**src/hdl/asmf_hist.sv**
```systemverilog
// History memory for one running average: one write port, one registered
// read port, and reset-value substitution until the ring has filled once.
// No package dependency.
`timescale 1ns / 1ps
`default_nettype none

module asmf_hist #(
  parameter int unsigned DEPTH   = 128,
  parameter int unsigned WIDTH   = 16,
  parameter logic [WIDTH-1:0] RST_VAL = '0,
  parameter int unsigned ADDR_W  = $clog2(DEPTH)
) (
  input  wire logic              clk_i,
  input  wire logic              we_i,
  input  wire logic [ADDR_W-1:0] addr_i,
  input  wire logic [WIDTH-1:0]  wdata_i,
  input  wire logic              filled_i,
  output logic      [WIDTH-1:0]  rdata_o
);

  logic [WIDTH-1:0] mem_q [DEPTH];
  logic [WIDTH-1:0] rd_q;

  // Write and registered read at the same slot address
  always_ff @(posedge clk_i) begin
    if (we_i) begin
      mem_q[addr_i] <= wdata_i;
    end
    rd_q <= mem_q[addr_i];
  end

  // Entries not yet written since reset read as the reset value
  assign rdata_o = filled_i ? rd_q : RST_VAL;

endmodule

`default_nettype wire

```
**config.mk**
```make
export PLATFORM = sky130hd
export DESIGN_NAME = asmf_hist
export DESIGN_NICKNAME = d
export VERILOG_FILES = /design/src/hdl/asmf_hist.sv
export SDC_FILE = /design/constraint.sdc
export NUM_CORES = 2
export LEC_CHECK = 0
export BUFFER_PORTS_ARGS = -buffer_cell sky130_fd_sc_hd__buf_2
export CAP_MARGIN = 20
export CELL_PAD_IN_SITES_DETAIL_PLACEMENT = 1
export CELL_PAD_IN_SITES_GLOBAL_PLACEMENT = 1
export CORE_MARGIN = 3
export CORE_UTILIZATION = 40
export DETAILED_ROUTE_END_ITERATION = 7
export PLACE_DENSITY_LB_ADDON = 0.1
export SYNTH_ARGS = -nofsm -noshare
export SYNTH_HDL_FRONTEND = slang
export SYNTH_SLANG_ARGS = --single-unit
```
**constraint.sdc**
```tcl
create_clock -name clk_i -period 4.4 [get_ports clk_i]
set_input_delay 0.22 -clock clk_i [delete_from_list [all_inputs] [get_ports clk_i]]
set_output_delay 0.22 -clock clk_i [all_outputs]
set_load 0.01 [all_outputs]
```
==> results.yml <==
run_status:
  status: "completed"
placement:
  port_buffers: 41
  place_congestion: 0.858
  dp_hpwl_microns: 178000
layout:
  area_growth_pct: 15.7
  multi_input_area_sq_um: 16000
  mostFrequentLayoutCell: "edfxtp_1"
  seqCellArea_sq_um: 61800
  drive_gt1_share_pct: 17.6
  nFillCells: 18700
  final_cell_mix: "edfxtp_1 (2048), a22oi_1 (406), buf_4 (365)"
  final_nets: 5076
  finalCoreUtilization_pct: 46.9
critical_path:
  crit_path_frequent_cell: "buf_4"
  reg2reg_from: "mem_q[101][4]"
  critical-path-max-stage-delay_ps: 880
  cp-end-kind: "register"
  cp.required_ps: 5210
  crit_chain: "buf_8 > and3b_4 > buf_4 > a22oi_1 > a2111oi_0 > buf_4 > a311oi_1 > o22ai_1 > or4_1"
  crit_arrival_ps: 3760
  start_kind: "input pin"
  ff2ff_setup_slack_ps: 1830
  cp_max_fo: 42
  crit_start: "addr_i[1]"
  critPathSlowestCell: "and3b_4"
  path_class: "in -> reg"
drt:
  wl_per_cell_microns: 36.4
  drtIter0Drc: 6342
  drc: 0
  num_vias: 48700
  ant_nets: 0
  wl_microns: 286000
  drt_first_pass_iters: 5
  avgViaCountPerCell: 6.19
clocking:
  cts_buffer_depth: 3
  cts_tree: "yes"
  cts_setup_buffers: 0
  path_clk_slew_ps: 60
  h-tree-depth: 4
  cts_resized: 0
  cts.root.buffer_cell: "clkbuf_16"
  insertion_delay_ps: 860
  clock_sinks: 2064
  cts-buffers-inserted: 218
pwr:
  leakage_nw: 29.0
  peakVddDrop_mv: 0.351
  power_density_nw_per_um2: 460
timing:
  skew_ps: 44.5
  finalSetupViolations: 0
  hold_ws_ps: 43.0
  maxSlewViolCount: 0
  worst_pin_slew_ps: 1130
  rsz0062_at_grt: "no"
  timing.final.crit_share_pct: 67.2
  finalHoldViolCount: 0
  clock.fmax_ghz: 0.338
  setup_tns_ps: 0
  fin_crit_ps: 2950
  max_slew_margin_pct: 25.0
global_routing:
  grt_max_degree: 129
  grt_pass1_wl_microns: 398000
  grt_pass1_vias: 48700
  grt_use_total_pct: 27.7
  grt-ovfl-total: 0
  grt_antenna_before_repair: 19
synthesis:
  synth_top_family_by_area: "compound AO/OA/AOI/OAI gates"
  synth_area_sq_um: 79500
  yosysWarnings: 0
  synth_cells: 4744
  synthArstFlopShare_pct: 0
  synthDistinctLibCells: 78
  yosys_most_used_dff: "edfxtp_1"
  synth_seq_cells: 2064
  synthAdderAreaFrac_pct: 0
  ys_seq_area_share_pct: 77.8
  synth-xor-area-share_pct: 0
  synth-edff-count: 2048
  synth-simple-area-share_pct: 3.43
  synth_area_per_cell_sq_um: 16.8
  synth_fp_nets: 4770
  muxShareOfSynthArea_pct: 3.61
  synth_compound_area_share_pct: 13.0
floorplanning:
  core_sq_um: 196000
  initial_utilization_pct: 40.5
  ios: 42
  die_area_sq_um: 204000
  die_w_microns: 452
  rows: 162
  dieHeight_microns: 452
min_path:
  worstHoldPathType: "in -> reg"
  hold_start: "wdata_i[12]"
run:
  cap_violations: 0
layer usage:
| layer | wire length (microns) | GRT usage, % | vias to the layer above |
|---|---|---|---|
| li1 | - | - | 20100 |
| met1 | 123000 | 39.0 | 26300 |
| met2 | 136000 | 44.3 | 1868 |
| met3 | 17500 | 3.76 | 396 |
| met4 | 10300 | 9.64 | 4 |
| met5 | 31 | 0 | - |
cell usage after synthesis, types with 12 or more instances:
| library cell | n | area [sq um] |
|---|---|---|
| o221ai_1 | 21 | 184 |
| nor2_1 | 255 | 957 |
| o211ai_1 | 18 | 135 |
| nand4_1 | 17 | 106 |
| buf_2 | 164 | 821 |
| mux4_2 | 12 | 270 |
| buf_1 | 48 | 180 |
| a22oi_1 | 406 | 3050 |
| dfxtp_1 | 16 | 320 |
| mux2i_1 | 84 | 841 |
| o21a_1 | 14 | 105 |
| a31oi_1 | 14 | 87.6 |
| a221o_1 | 15 | 150 |
| nor3_1 | 20 | 100 |
| nand3_1 | 21 | 105 |
| o32ai_1 | 12 | 105 |
| a211oi_1 | 46 | 345 |
| buf_4 | 14 | 105 |
| nor2b_1 | 43 | 269 |
| a211o_1 | 22 | 193 |
| a221oi_1 | 244 | 2140 |
| nand2_1 | 149 | 559 |
| and2_1 | 23 | 144 |
| a21oi_1 | 275 | 1380 |
| o22ai_1 | 90 | 563 |
| mux2_2 | 153 | 1720 |
| clkbuf_1 | 128 | 480 |
| edfxtp_1 | 2048 | 61500 |
| a22o_1 | 40 | 350 |
| o21ai_0 | 172 | 861 |
critical path, delay by kind of cell:
family	cells	cell delay, ps
AO/OA/AOI/OAI	4	1280
AND/OR/NAND/NOR	2	1030
buffers and inverters	3	1130
worst paths after layout:
path                          to  cells past startpoint
hold / removal    mem_q[104][12]                      1
setup reg to reg         rd_q[4]                      7
hold reg to reg         rd_q[13]                      4
setup / recovery         rd_q[0]                      9
where the power goes:
part / switching, mW / internal, mW
Combinational: 2.00 / 0.715
Clock: 7.79 / 10.0
Sequential: 0.0552 / 21.7
Total: 9.84 / 32.4
registers in the layout (all words and copies together) (netlist names):
register / count
rd_q: 16
mem_q: 2048
cell families (layout without fill, tap and decap cells):
family,after synthesis,count (layout)
flops,2064,2064
simple gates,591,591
mux,252,252
compound gates,1466,1466
other cells,0,4
buf+inv,371,855
stage by stage:
| stage | cell area, sq um | setup slack [ps] | instances | total power [mW] |
|---|---|---|---|---|
| after global routing | 91900 | 1390 | 7854 | 43.5 |
| after floorplan | 79500 | 1060 | 4744 | 23.3 |
| after detailed placement | 85000 | 554 | 7441 | 24.9 |
| after global placement | 85000 | 664 | 7440 | 24.9 |
| after CTS | 91900 | 1460 | 7850 | 42.5 |
| final | 91900 | 1450 | 7856 | 42.3 |
what timing repair did:
item	4_1_cts	5_1_grt
endpoints found under the setup margin	0	0
endpoints found under the hold margin	399	5
hold buffers	11	2
layout make-up:
type / instances / area share (%)
clock buffer: 280 / 6.33
clock inverter: 118 / 1.04
tap: 2624 / 3.57
multi-input combinational: 2309 / 17.4
sequential: 2064 / 67.2
timing repair buffer: 451 / 4.35
antenna: 4 / 0.0109
inverter: 6 / 0.0327
Note: power is estimated with default switching activity, not from simulation.
