File: src/hdl/asmf_pkg.sv
// Package for the ADC supply monitor filter: payload structs, divider
// request/response structs, register indexes and fixed constants.
// No dependencies.
`timescale 1ns / 1ps
`default_nettype none

package asmf_pkg;

  // One ADC frame in
  typedef struct packed {
    logic signed [15:0] cin_raw;
    logic        [15:0] vin_raw;
    logic        [15:0] vaux_raw;
    logic        [15:0] vcore_raw;
    logic        [15:0] vrefint_raw;
  } in_t;

  // One result frame out
  typedef struct packed {
    logic        [15:0] vcc_mv;
    logic        [15:0] vin_mv;
    logic        [15:0] vaux_mv;
    logic        [15:0] vcore_mv;
    logic signed [15:0] cin_ma;
  } out_t;

  // Configuration register indexes
  localparam int unsigned CFG_IDX_W = 3;
  localparam logic [CFG_IDX_W-1:0] CFG_KVREFCAL    = 3'd0;
  localparam logic [CFG_IDX_W-1:0] CFG_VIN_GAIN    = 3'd1;
  localparam logic [CFG_IDX_W-1:0] CFG_VAUX_GAIN   = 3'd2;
  localparam logic [CFG_IDX_W-1:0] CFG_VCORE_GAIN  = 3'd3;
  localparam logic [CFG_IDX_W-1:0] CFG_CIN_GAIN_X4 = 3'd4;

  // Register reset values
  localparam logic [31:0] KVREFCAL_RST    = 32'd3999600;
  localparam logic [7:0]  VIN_GAIN_RST    = 8'd18;
  localparam logic [7:0]  VAUX_GAIN_RST   = 8'd2;
  localparam logic [7:0]  VCORE_GAIN_RST  = 8'd1;
  localparam logic [7:0]  CIN_GAIN_X4_RST = 8'd10;

  // Nominal supply, used for the reference history reset and a zero average
  localparam logic [15:0] NOMINAL_MV = 16'd3300;

  // Width of one scaled current sample (signed)
  localparam int unsigned CUR_W = 22;

  // Shared divider: 32-bit dividend, 16-bit divisor, two quotient bits a cycle
  localparam int unsigned DIV_W      = 32;
  localparam int unsigned DSR_W      = 16;
  localparam int unsigned DIV_RADIX  = 2;
  localparam int unsigned DIV_STEPS  = DIV_W / DIV_RADIX;
  localparam int unsigned DIV_CNT_W  = $clog2(DIV_STEPS);

  typedef struct packed {
    logic             start;
    logic [DIV_W-1:0] dividend;
    logic [DSR_W-1:0] divisor;
  } div_req_t;

  typedef struct packed {
    logic             busy;
    logic             done;
    logic [DIV_W-1:0] quotient;
  } div_rsp_t;

endpackage

`default_nettype wire

File: src/hdl/asmf_div.sv
// Iterative restoring divider shared by the reference average, supply and current average steps.
// Depends on asmf_pkg for widths and the request/response structs.
`timescale 1ns / 1ps
`default_nettype none

module asmf_div (
  input  wire logic              clk_i,
  input  wire logic              rst_ni,
  input  wire asmf_pkg::div_req_t req_i,
  output asmf_pkg::div_rsp_t     rsp_o
);

  logic                            busy_q;
  logic                            done_q;
  logic [asmf_pkg::DIV_CNT_W-1:0]  cnt_q;
  logic [asmf_pkg::DIV_W-1:0]      dvd_q, dvd_d;
  logic [asmf_pkg::DSR_W-1:0]      rem_q, rem_d;
  logic [asmf_pkg::DSR_W-1:0]      dsr_q;

  // Radix-4 step: two restoring iterations on the partial remainder
  always_comb begin
    logic [asmf_pkg::DSR_W:0] trial;
    dvd_d = dvd_q;
    rem_d = rem_q;
    for (int k = 0; k < asmf_pkg::DIV_RADIX; k++) begin
      trial = {rem_d, dvd_d[asmf_pkg::DIV_W-1]};
      dvd_d = {dvd_d[asmf_pkg::DIV_W-2:0], 1'b0};
      if (trial >= {1'b0, dsr_q}) begin
        trial    = trial - {1'b0, dsr_q};
        dvd_d[0] = 1'b1;
      end
      rem_d = trial[asmf_pkg::DSR_W-1:0];
    end
  end

  // Control
  always_ff @(posedge clk_i or negedge rst_ni) begin
    if (!rst_ni) begin
      busy_q <= 1'b0;
      done_q <= 1'b0;
      cnt_q  <= '0;
    end else if (req_i.start) begin
      busy_q <= 1'b1;
      done_q <= 1'b0;
      cnt_q  <= '0;
    end else if (busy_q) begin
      cnt_q <= cnt_q + 1'b1;
      if (cnt_q == asmf_pkg::DIV_CNT_W'(asmf_pkg::DIV_STEPS - 1)) begin
        busy_q <= 1'b0;
        done_q <= 1'b1;
      end
    end else begin
      done_q <= 1'b0;
    end
  end

  // Operands and partial results
  always_ff @(posedge clk_i) begin
    if (req_i.start) begin
      dvd_q <= req_i.dividend;
      rem_q <= '0;
      dsr_q <= req_i.divisor;
    end else if (busy_q) begin
      dvd_q <= dvd_d;
      rem_q <= rem_d;
    end
  end

  assign rsp_o.busy     = busy_q;
  assign rsp_o.done     = done_q;
  assign rsp_o.quotient = dvd_q;

  // A new division never starts on top of one in flight
  a_start_idle: assert property (@(posedge clk_i) disable iff (!rst_ni)
    req_i.start |-> !busy_q)
    else $error("divider started while busy");

  // The last step always raises done
  a_last_done: assert property (@(posedge clk_i) disable iff (!rst_ni)
    busy_q && !req_i.start &&
    (cnt_q == asmf_pkg::DIV_CNT_W'(asmf_pkg::DIV_STEPS - 1)) |=> done_q && !busy_q)
    else $error("divider did not finish after its last step");

  // Done is a single-cycle pulse
  a_done_pulse: assert property (@(posedge clk_i) disable iff (!rst_ni)
    done_q && !req_i.start |=> !done_q)
    else $error("divider done held longer than one cycle");

endmodule

`default_nettype wire

File: config.mk
export PLATFORM = sky130hd
export DESIGN_NAME = asmf_div
export DESIGN_NICKNAME = d
export VERILOG_FILES = /design/src/hdl/asmf_pkg.sv /design/src/hdl/asmf_div.sv
export SDC_FILE = /design/constraint.sdc
export NUM_CORES = 1
export LEC_CHECK = 0
export BUFFER_PORTS_ARGS = -buffer_cell sky130_fd_sc_hd__buf_2
export CAP_MARGIN = 20
export CORE_ASPECT_RATIO = 1.75
export CORE_MARGIN = 5
export CORE_UTILIZATION = 47
export CTS_CLUSTER_DIAMETER = 150
export DETAILED_ROUTE_END_ITERATION = 16
export PLACE_DENSITY = 0.72
export RECOVER_POWER = 100
export SLEW_MARGIN = 20
export SYNTH_ARGS = -nofsm -noshare
export SYNTH_HDL_FRONTEND = slang
export SYNTH_SLANG_ARGS = --single-unit
File: constraint.sdc
create_clock -name clk_i -period 4.6 [get_ports clk_i]
set_clock_uncertainty 0.05 [all_clocks]
set_input_delay 0.69 -clock clk_i [delete_from_list [all_inputs] [get_ports clk_i]]
set_output_delay 0.69 -clock clk_i [all_outputs]
set_load 0.05 [all_outputs]
==> results by group <==
Status
  – Status: finished with violations
  – Violated checks: negative setup slack

Logic synthesis
  – Avg Inst Size Synth: 10.4 um2
  – Post-synth top area share: 31.4%
  – Async SR Flop Fraction: 8.57%
  – Register bit total from synthesis: 70
  – Synth area leader: edfxtp_1
  – EDFF count, synth: 48
  – Post-synthesis sequential area ratio: 41.7%
  – Cells after synthesis: 439
  – Syn nets: approximately 530
  – Most frequently used flop master after synthesis: edfxtp_1
  – Area contributors post-synth: edfxtp_1 (31%), mux2_2 (9.6%), ha_1 (9.0%)
  – Count of different cell masters after synthesis: 62
  – Synth warnings: 0
  – Mapped Area: between 4000 and 5000 um2

Power and ir drop
  – LEAKAGE: approximately 2.7 nW
  – Power Density: 825 nW/um2
  – Max VDD drop: around 0.45 mV
  – Total power: 0.00537 W

Routing
  – Initial DRC Count: between 300 and 400
  – DR WL/cell: 20.8 um
  – Vias: around 4400
  – DRT antenna net count: 0
  – Via/cell ratio: 5.96
  – Remaining DRCs: 0
  – Post-Route WL: 15300 um
  – TritonRoute pass-1 iters: 5

STA
  – Max Freq: 214 MHz
  – Worst Max-Slew Pin Slew: 1.22 ns
  – Setup TNS: -0.153 ns
  – Rel. slew slack: 18.6%
  – RSZ-0062 raised after global routing: true
  – Tcrit/Tclk final: 101%
  – Fin crit period: 4.66 ns
  – Final worst setup slack: -0.0640 ns
  – Final setup violation count: 5
  – Final Hold Vio Count: 0
  – Max-slew violation count: 0

Setup path
  – CP startpoint: dsr_q[9]
  – Max FO, Critical Path: 5
  – Reg2reg start: dsr_q[9]
  – Setup CP Type: reg2reg
  – CP Launch Type: register
  – Arr. time, crit path: 4.86 ns
  – CP endpoint kind: register
  – Data required, critical path: around 4.8 ns
  – Reg2Reg Depth: 22

Clock tree
  – Clock Pin Slew Worst Setup and Hold Paths: about 0.060 ns
  – H-tree levels: 3
  – Clock Latency Late Sink: 0.34 ns
  – Number of CTS-inserted buffers: 9
  – CTS Sinks: 70
  – Deepest clock path buffer count: 2
  – Clock root cell: clkbuf_16
  – CTS tree: done

Global route
  – GR Overflow Total: 0
  – Initial antenna violation count: 0
  – Largest net degree at the start of global routing: 70
  – First-pass GRT wire length: around 22000 um
  – Total GRT Usage: between 20% and 30%
  – Vias in the first global route: 4540

Layout
  – Leading cell type in the layout, fill and taps excluded: buf_4
  – ANT cells: 0
  – Area delta synth->final: 41.9%
  – Final-stage net count: 695
  – Layout fillers: roughly 730
  – Fin area: 6510 um2
  – Highest-count cells in the layout ignoring fill and taps: buf_4 (85), edfxtp_1 (48), buf_2 (48)
  – Share of layout cells above drive strength 1: 42.7%

Floorplanning
  – Die H: 141 um
  – Die ar.: 11900 um2
  – Ports: 85
  – Core area: 9530 um2
  – Initial core utilization: 48.1%
  – Site Rows: 47
  – Die width: roughly 85 um

Min path
  – Worst Hold Class: in2async

Flow run
  – Max-cap viol count: 0

Place
  – DP Wirelength: 10300 um
  – Routability cong.: 0.946
  – IO buf count: 84
  – Placed Instance Area: 5600 um2
[worst paths after layout]
kind                             to  slack [ns]
min reg2reg                rem_q[5]        0.46
max reg2reg                rem_q[3]       -0.06
min in group clk_i         rem_q[5]        0.46
max                        rem_q[3]       -0.06
min                          busy_q        0.17
max in group asynchronous  cnt_q[3]        4.09
[critical path: stages, from the launching register on]
cell,delay (ns)
edfxtp_1,0.34
inv_2,0.05
ha_1,0.29
buf_4,0.11
and4_4,0.26
nand4_1,0.16
nor3_2,0.31
o31ai_4,0.13
buf_6,0.15
nand2_8,0.09
buf_4,0.11
mux2_2,0.35
ha_2,0.20
a21oi_2,0.21
o21ai_2,0.15
a221oi_4,0.34
o21ai_2,0.11
o211a_1,0.27
a211oi_2,0.22
buf_4,0.21
buf_4,0.14
a41oi_1,0.11
o22ai_1,0.22
[Yosys cell counts (all sizes together) (9+ instances only)]
| cell | count |
|---|---|
| nand4 | 12 |
| edfxtp | 48 |
| nand3 | 10 |
| clkbuf | 9 |
| nor2 | 22 |
| o21ai | 16 |
| xnor2 | 16 |
| dfxtp | 16 |
| nand2 | 33 |
| mux2 | 42 |
| inv | 27 |
| xor2 | 11 |
| a21o | 9 |
| a21oi | 25 |
| ha | 33 |
| a211oi | 9 |
[cell families (layout without fill, tap and decap cells)]
| logic type | Yosys count | count (layout) | synth area share (%) |
|---|---|---|---|
| mux | 43 | 43 | 10.6 |
| fa+ha+maj | 35 | 35 | 9.87 |
| compound gates | 107 | 107 | 16.6 |
| xor+xnor | 27 | 27 | 5.16 |
| buf+inv | 45 | 219 | 3.98 |
| flops | 70 | 70 | 41.7 |
| simple gates | 112 | 113 | 12.1 |
[report_power, final]
part | internal [W] | switching [W] | leakage (nW)
Combinational | 0.00175 | 0.00197 | 1.89
Sequential | 0.000805 | 0.0000843 | 0.704
Clock | 0.000477 | 0.000292 | 0.152
Total | 0.00303 | 0.00234 | 2.74
[flip-flops by register name, indices dropped and copies added, names as in the netlist]
register / flops
dvd_q: 32
rem_q: 16
done_q: 1
dsr_q: 16
cnt_q: 4
busy_q: 1
[metal layers]
metal / routed length (um) / GRT usage, % / vias up
met4: 1150 / 17.6 / 0
li1: - / - / 1993
met1: 5090 / 23.6 / 2060
met2: 7990 / 43.0 / 252
met3: 1050 / 6.30 / 84
met5: 0 / 0 / -
[per-stage QoR]
step | utilization [%] | hold WS, ns | setup WS, ns | instances
after CTS | 65.5 | 0.107 | 0.000901 | 731
after floorplan | - | 0.344 | 0.0201 | 439
after detailed placement | 58.8 | 0.455 | -0.312 | 697
final | 68.3 | 0.167 | -0.0640 | 736
after global routing | 68.3 | 0.177 | -0.157 | 736
after global placement | 58.8 | 0.455 | -0.252 | 697
[layout make-up]
type / instances / area, um2 / area share [%]
timing repair buffer: 175 / 1080 / 16.6
clock inverter: 7 / 97.6 / 1.50
inverter: 28 / 105 / 1.61
multi-input combinational: 325 / 2940 / 45.1
tap: 122 / 153 / 2.35
clock buffer: 9 / 225 / 3.46
sequential: 70 / 1910 / 29.4
[timing repair]
action	in CTS	in global routing
gates cloned	1	0
endpoints found under the setup margin	17	17
pin swaps	16	31
hold buffers	0	0
setup buffers	17	5
resized for setup	36	49
(Power assumes the default switching activity.)
